[config.mk]
export PLATFORM = sky130hd
export DESIGN_NAME = ttb_div
export DESIGN_NICKNAME = d
export VERILOG_FILES = /design/src/hdl/ttb_pkg.sv /design/src/hdl/ttb_div.sv
export SDC_FILE = /design/constraint.sdc
export NUM_CORES = 1
export LEC_CHECK = 0
export BUFFER_PORTS_ARGS = -buffer_cell sky130_fd_sc_hd__buf_4
export CAP_MARGIN = 20
export CORE_MARGIN = 2
export CORE_UTILIZATION = 45
export CTS_CLUSTER_SIZE = 20
export DETAILED_ROUTE_END_ITERATION = 8
export GPL_TIMING_DRIVEN = 1
export PLACE_DENSITY = 0.62
export SYNTH_ARGS = -nofsm -noshare
export SYNTH_HDL_FRONTEND = slang
export SYNTH_SLANG_ARGS = --single-unit
[constraint.sdc]
create_clock -name clock -period 5 [get_ports clock]
set_clock_uncertainty 0.2 [all_clocks]
set_input_delay 0.5 -clock clock [delete_from_list [all_inputs] [get_ports clock]]
set_output_delay 0.5 -clock clock [all_outputs]
set_load 0.01 [all_outputs]
[src/hdl/ttb_pkg.sv]
// Shared types and constants for the tangent frame block.
// No dependencies.
`timescale 1ns / 1ps

package ttb_pkg;

   localparam int MAX_VERTICES = 4096;
   localparam int IDX_W        = $clog2(MAX_VERTICES);
   localparam int POS_W        = 48;
   localparam int UV_W         = 32;
   localparam int DIFF_W       = 17;
   localparam int PROD_W       = 2 * DIFF_W;
   localparam int NUM_W        = PROD_W + 1;
   localparam int RES_W        = 32;
   // Q8.8 over Q4.12 scaled to Q16.16 is a factor of 2^20
   localparam int FRAC_SHIFT   = 20;
   // quotient bits produced after the overflow check
   localparam int DIV_STEPS    = 34;
   localparam int DIV_CNT_W    = $clog2(DIV_STEPS + 1);

   localparam logic CMD_LOAD = 1'b0;
   localparam logic CMD_TRI  = 1'b1;

   typedef enum logic [8:0] {
      S_IDLE = 9'b000000001,
      S_RDB  = 9'b000000010,
      S_RDC  = 9'b000000100,
      S_CAPC = 9'b000001000,
      S_DET  = 9'b000010000,
      S_NUM  = 9'b000100000,
      S_DIVS = 9'b001000000,
      S_DIVW = 9'b010000000,
      S_OUT  = 9'b100000000
   } state_type;

   typedef logic signed [DIFF_W-1:0] diff_type;

endpackage

[src/hdl/ttb_div.sv]
// Iterative signed divider, (num * 2^20) / den, truncated and saturated to 32 bits.
// Depends on ttb_pkg.
`timescale 1ns / 1ps

module ttb_div (
   input  logic                             clock,
   input  logic                             reset,
   input  logic                             start,
   input  logic signed [ttb_pkg::NUM_W-1:0] num,
   input  logic signed [ttb_pkg::NUM_W-1:0] den,
   output logic                             done,
   output logic [ttb_pkg::RES_W-1:0]        quot
);

   localparam int NW = ttb_pkg::NUM_W;
   localparam int HI = ttb_pkg::DIV_STEPS - ttb_pkg::FRAC_SHIFT;

   logic [NW-1:0]                    num_mag;
   logic [NW-1:0]                    den_mag;
   logic [NW-1:0]                    rem_init;
   logic [NW:0]                      trial;
   logic                             fits;

   logic [NW-1:0]                    rem_ff, rem_in;
   logic [ttb_pkg::DIV_STEPS-1:0]    dvd_ff, dvd_in;
   logic [ttb_pkg::DIV_STEPS-1:0]    q_ff, q_in;
   logic [NW-1:0]                    den_ff, den_in;
   logic                             neg_ff, neg_in;
   logic                             ovf_ff, ovf_in;
   logic [ttb_pkg::DIV_CNT_W-1:0]    cnt_ff, cnt_in;
   logic                             run_ff, run_in;
   logic                             fin_ff, fin_in;
   logic                             done_ff, done_in;
   logic [ttb_pkg::RES_W-1:0]        quot_ff, quot_in;

   // magnitudes and the initial partial remainder
   assign num_mag  = num[NW-1] ? NW'(-num) : NW'(num);
   assign den_mag  = den[NW-1] ? NW'(-den) : NW'(den);
   assign rem_init = NW'(num_mag[NW-1:HI]);

   // one restoring step
   assign trial = {rem_ff, dvd_ff[ttb_pkg::DIV_STEPS-1]};
   assign fits  = trial >= {1'b0, den_ff};

   always_comb begin
      rem_in  = rem_ff;
      dvd_in  = dvd_ff;
      q_in    = q_ff;
      den_in  = den_ff;
      neg_in  = neg_ff;
      ovf_in  = ovf_ff;
      cnt_in  = cnt_ff;
      run_in  = run_ff;
      fin_in  = 1'b0;
      done_in = 1'b0;
      quot_in = quot_ff;
      if (start) begin
         rem_in = rem_init;
         dvd_in = {num_mag[HI-1:0], ttb_pkg::FRAC_SHIFT'(0)};
         q_in   = '0;
         den_in = den_mag;
         neg_in = num[NW-1] ^ den[NW-1];
         ovf_in = rem_init >= den_mag;
         cnt_in = ttb_pkg::DIV_CNT_W'(ttb_pkg::DIV_STEPS);
         run_in = 1'b1;
      end else if (run_ff) begin
         rem_in = fits ? NW'(trial - {1'b0, den_ff}) : NW'(trial);
         dvd_in = {dvd_ff[ttb_pkg::DIV_STEPS-2:0], 1'b0};
         q_in   = {q_ff[ttb_pkg::DIV_STEPS-2:0], fits};
         cnt_in = cnt_ff - 1'b1;
         if (cnt_ff == ttb_pkg::DIV_CNT_W'(1)) begin
            run_in = 1'b0;
            fin_in = 1'b1;
         end
      end
      // sign and saturation
      if (fin_ff) begin
         done_in = 1'b1;
         if (!neg_ff) begin
            if (ovf_ff || q_ff > ttb_pkg::DIV_STEPS'(34'h07FFFFFFF)) begin
               quot_in = 32'h7FFFFFFF;
            end else begin
               quot_in = q_ff[ttb_pkg::RES_W-1:0];
            end
         end else begin
            if (ovf_ff || q_ff > ttb_pkg::DIV_STEPS'(34'h080000000)) begin
               quot_in = 32'h80000000;
            end else begin
               quot_in = -q_ff[ttb_pkg::RES_W-1:0];
            end
         end
      end
   end

   always_ff @(posedge clock) begin
      if (reset) begin
         run_ff  <= 1'b0;
         fin_ff  <= 1'b0;
         done_ff <= 1'b0;
      end else begin
         run_ff  <= run_in;
         fin_ff  <= fin_in;
         done_ff <= done_in;
      end
      rem_ff  <= rem_in;
      dvd_ff  <= dvd_in;
      q_ff    <= q_in;
      den_ff  <= den_in;
      neg_ff  <= neg_in;
      ovf_ff  <= ovf_in;
      cnt_ff  <= cnt_in;
      quot_ff <= quot_in;
   end

   assign done = done_ff;
   assign quot = quot_ff;

endmodule

Word level (Yosys, flattened, before mapping)
Index checks and enable logic that the tools add are counted.
{ "op_classes": {"n_mux": 15, "n_shift": 0, "reduce_logical": 4, "n_eq_ne": 1, "div_mod_pow": 0, "n_mul": 0, "bitwise": 2, "add_sub_neg": 5, "n_lt_le_gt_ge": 4} }
{ "ops": {"columns": ["operator", "n"], "rows": [
  ["two-way mux 35 bit", 3],
  ["two-way mux 32 bit", 3],
  ["negator 35 bit", 2],
  ["two-way mux 34 bit", 2],
  ["two-way mux 21 bit", 2],
  [">= comparator 36 x 35 -> 1 bit", 1],
  [">= comparator 21 x 35 -> 1 bit", 1],
  ["subtractor 35 bit", 1],
  ["greater-than comparator 34 x 31 -> 1 bit, second input constant", 1],
  ["greater-than comparator 34 x 32 -> 1 bit, second input constant", 1],
  ["negator 32 bit", 1],
  ["equality test 6 x 1 -> 1 bit, second input constant", 1],
  ["subtractor 6 x 1 -> 6 bit, second input constant", 1],
  ["two-way mux 1 bit", 5],
  ["OR reduction 3 bit", 1],
  ["logical OR 1 bit", 2],
  ["nonzero test 2 bit", 1],
  ["NOT 1 bit", 1],
  ["bitwise XOR 1 bit", 1]
]} }
{ "totals": {"register_bits": 161, "latch_bits": 0, "memories": 0, "output_inout_bits": 33, "ram_bits": 0, "elab_cells": 43, "input_bits": 73, "romBits": 0} }

Longest topological paths before layout
{ "logic_depth": {"word_depth": 4, "ltp_mapped": 16, "ltp_nobuf": 16} }

Worst setup path before layout
OpenSTA, ideal clock, no wires.
{ "synth_timing": {"path_type": "in2reg", "startpoint": "input num[5] (netlist bit)", "endpoint": "register ovf_ff, data pin", "path_buffers": 0, "t_arrival_ns": 3.797, "cell_stages": 13, "setup_slack_ns": 0.744, "setup_time_ns": 0.259, "cell_sequence": "nor4_1 -> nand3_1 -> or4_1 -> nand3b_1 -> or4_1 -> o31ai_1 -> xnor2_1 -> ha_1 -> and4_1 -> a2111oi_0 -> nand2_1 -> a21oi_1 -> nor3b_2"} }
{ "synth_via": {"elab_chain_len": 3} }
{ "synth_rtl": {"columns": ["element", "line", "rtl"], "rows": [
  ["from (decl)", "ttb_div.sv:9", "input logic signed [ttb_pkg::NUM_W-1:0] num,"],
  ["negator 35 bit", "ttb_div.sv:37", "assign num_mag = num[NW-1] ? NW'(-num) : NW'(num);"],
  ["two-way mux 35 bit", "ttb_div.sv:37", null],
  [">= comparator 21 x 35 -> 1 bit", "ttb_div.sv:63", "ovf_in = rem_init >= den_mag;"],
  ["to (signal assigned)", "ttb_div.sv:110", "ovf_ff <= ovf_in;"],
  ["to (decl)", "ttb_div.sv:29", "logic ovf_ff, ovf_in;"]
]} }
No other way between the ends.
A chain may end at the register's enable or synchronous reset.

Worst setup path in the final report
{ "layout_timing": {"startpoint": "input num[0] (netlist bit)", "endpoint": "register ovf_ff, data pin"} }
Same word-level chain as after synthesis.

==> run summary <==
Status -> finished clean
Post-synth top area share -> 0.288
P_leak -> 0.00505 uW
FF-to-FF Start -> q_ff[0]
Type of the worst setup path -> primary input to register
Maximum Capacitance Violations -> 0
Core box area -> 23600 um^2
# fillers -> 2207
Min Clock Period, post-route -> 4230 ps
IO buf count -> 105
Synth cell types -> 71
Vias in the first global route -> 8649
Post-synth EDFFs -> 104
Die Wd -> 159 um
RR Endpoint -> quot[3]
FF-to-FF setup slack -> 820 ps
Io pins -> 106
DRT Pass-1 Iters -> 5
Clk pin slew, worst setup/hold paths -> 70 ps
# resized after CTS -> 0
Clock Sinks -> 161
Mapped Area -> 10900 um^2
HP Class -> primary input to register
Post-synth top area cell -> edfxtp_1
Slew @ Worst Pin -> 1030 ps
Synthesized flop and latch total -> 161
Highest clock rate -> 236 MHz
H-tree depth -> 4
Register area share after synthesis -> 0.393
Critical path endpoint category -> register
Initial antenna violation count -> 0
Final hold vios -> 0
Antenna Cells -> 0
Drt drc -> 0
Syn nets -> 1338
Synth Instances -> 1203
Layout Nets -> 1419
Routed WL per cell -> 16.3 um
# Post-CTS Setup Buffers -> 0
Post-synthesis area per instance -> 9.03 um^2
Tcrit/Tclk final -> 0.846
Via count -> 9036
Pin count of the biggest net entering global routing -> 92
DRT iter0 DRCs -> 596
Hold-fix buffers at CTS -> 0
Vias per cell -> 5.59
Met3 usage -> 0.0401
Busiest grt layer -> met2
Top post-synthesis cells by area -> edfxtp_1, dfxtp_1, ha_1
Prevailing post-synth register cell -> edfxtp_1
Initial Util -> 0.460
Max clock buf depth -> 2
Antenna-violating nets left -> 0
Total Routed Length -> 26300 um
Total GRT Usage -> 0.209
PD cells -> 322 nW/um^2
Root Driver -> clkbuf_16
First-pass GRT wire length -> 43400 um
Worst setup margin -> 769 ps
RSZ-0062 raised after global routing -> no
CTS tree -> built
WHS Endpoint -> run_ff
CTS Buf Count -> 17
Row cnt -> 56
Crit path required time -> 4980 ps
GR Util met2 -> 0.350
Area growth, synth to finish -> 15.8%
Max-slew violations -> 0
FFs w/ async S/R, synth -> 0
Endpoints failing setup -> 0
Hold Path Cell Cnt -> 2
Slew HR -> 0.316
Sum Neg Setup Slack -> 0 ps
Die ar. -> 25400 um^2
CP max FO -> 4
Placement Setup Slack -> 332 ps
Worst r2r path cells -> 11
Share of layout cells above drive strength 1 -> 0.134
Final core utilization -> 0.533
Post-DP HPWL -> 19300 um
RD Place Congestion -> 0.834
Grt ovf -> 0
CP startpoint kind -> primary input
Met1 Use GR -> 0.273
Warnings, synthesis -> 0
Hold Path Origin -> reset
Die height -> 159 um
Clock Latency Late Sink -> 430 ps
Crit path DAT -> 4210 ps
Worst vdd ir -> 0.226 mV
## sequential cells by signal, indices dropped and copies added, names as in the netlist
name and cells:
den_ff 35, cnt_ff 6, q_ff 34, neg_ff 1, rem_ff 35, ovf_ff 1, fin_ff 1, run_ff 1
quot 32, dvd_ff 14, done 1
## critical path: stages
cell and delay [ps]:
buf_4 120, inv_1 70, ha_1 160, nor2b_1 220, nand3_1 170, or4_1 580
nand3b_1 250, or4_1 500, o31ai_1 280, xnor2_1 190, ha_1 280, and4_1 190
a2111oi_0 390, nand2_1 90, a21oi_1 160, nor3b_2 60
## cell families (layout without fill, tap and decap cells)
| group | Yosys count | count (layout) | synth area share |
|---|---|---|---|
| flops | 161 | 161 | 0.393 |
| compound gates | 304 | 304 | 0.179 |
| buf+inv | 147 | 241 | 0.0531 |
| fa+ha+maj | 62 | 62 | 0.0721 |
| xor+xnor | 99 | 99 | 0.0798 |
| mux | 60 | 60 | 0.0556 |
| simple gates | 370 | 370 | 0.168 |
## synthesized netlist by cell type (3+ instances only)
master,number
nand4_1,8
dfxtp_1,57
o31ai_1,20
o311ai_1,20
a21oi_1,68
nand2b_1,14
o21bai_1,3
nand3b_1,3
o41ai_1,12
o211ai_1,3
a21o_1,15
nor2b_1,11
buf_6,3
nor2_1,106
inv_1,91
mux2_2,3
or3_1,14
or2_2,4
xor2_1,43
nand3_1,11
mux2i_1,57
o311ai_0,7
a31oi_1,3
a211oi_1,8
o21a_1,5
o21ai_0,109
and3_1,3
clkbuf_1,39
ha_1,61
edfxtp_1,104
buf_1,12
or4_1,15
xnor2_1,56
a311oi_1,9
nor4_1,17
nor3_1,21
and4_1,3
nand2_1,122
## layout make-up
class,count,area [um^2],share of cell area
flip-flops and latches,161,4270,0.339
multi-input cells,895,6030,0.479
clock inverters,12,181,0.0144
inverters,91,342,0.0272
repair buffers,118,886,0.0704
clock buffers,20,479,0.0381
well taps,319,399,0.0317
## per-stage QoR
| stage | std cells | area [um^2] | total power, uW | hold WS, ps |
|---|---|---|---|---|
| after global placement | 1584 | 11900 | 2610 | 276 |
| after detailed placement | 1584 | 11900 | 2620 | 283 |
| after floorplan | 1203 | 10900 | 2330 | 254 |
| after CTS | 1616 | 12600 | 4080 | 26.8 |
| final | 1616 | 12600 | 4060 | 44.0 |
| after global routing | 1616 | 12600 | 4260 | 33.5 |
## worst max path at each step
stage / from / endpoint / depth (start not counted)
2_1_floorplan: num[5] / ovf_ff / 13
3_3_place_gp: num[0] / ovf_ff / 16
3_5_place_dp: num[0] / ovf_ff / 16
4_1_cts: num[0] / ovf_ff / 16
5_1_grt: num[0] / ovf_ff / 16
6_report: num[0] / ovf_ff / 16
## metal layers
| layer | share of wire | wire (um) |
|---|---|---|
| met3 | 0.047 | 1250 |
| met4 | 0.020 | 527 |
| met5 | 0 | 0 |
| met1 | 0.46 | 12100 |
| met2 | 0.47 | 12500 |
## placed cells by master, fill, tap and decap left out, types with 7 or more instances in the layout
cell,instances
nand3_1,11
or3_1,14
ha_1,61
o21ai_0,109
a21o_1,15
xor2_1,43
xnor2_1,56
edfxtp_1,104
nand2b_1,14
buf_4,118
o311ai_0,7
o311ai_1,20
nand4_1,8
nor4_1,17
o41ai_1,12
nor2_1,105
inv_1,91
o31ai_1,20
dfxtp_1,56
a21oi_1,68
mux2i_1,57
nor3_1,21
nand2_1,122
a211oi_1,8
a311oi_1,9
or4_1,15
nor2b_1,11
clkbuf_16,19
## power breakdown
part / internal [uW] / switching, uW
logic: 427 / 619
clock network: 867 / 584
registers: 1520 / 38.3
Power figures use the tool's default switching activity.
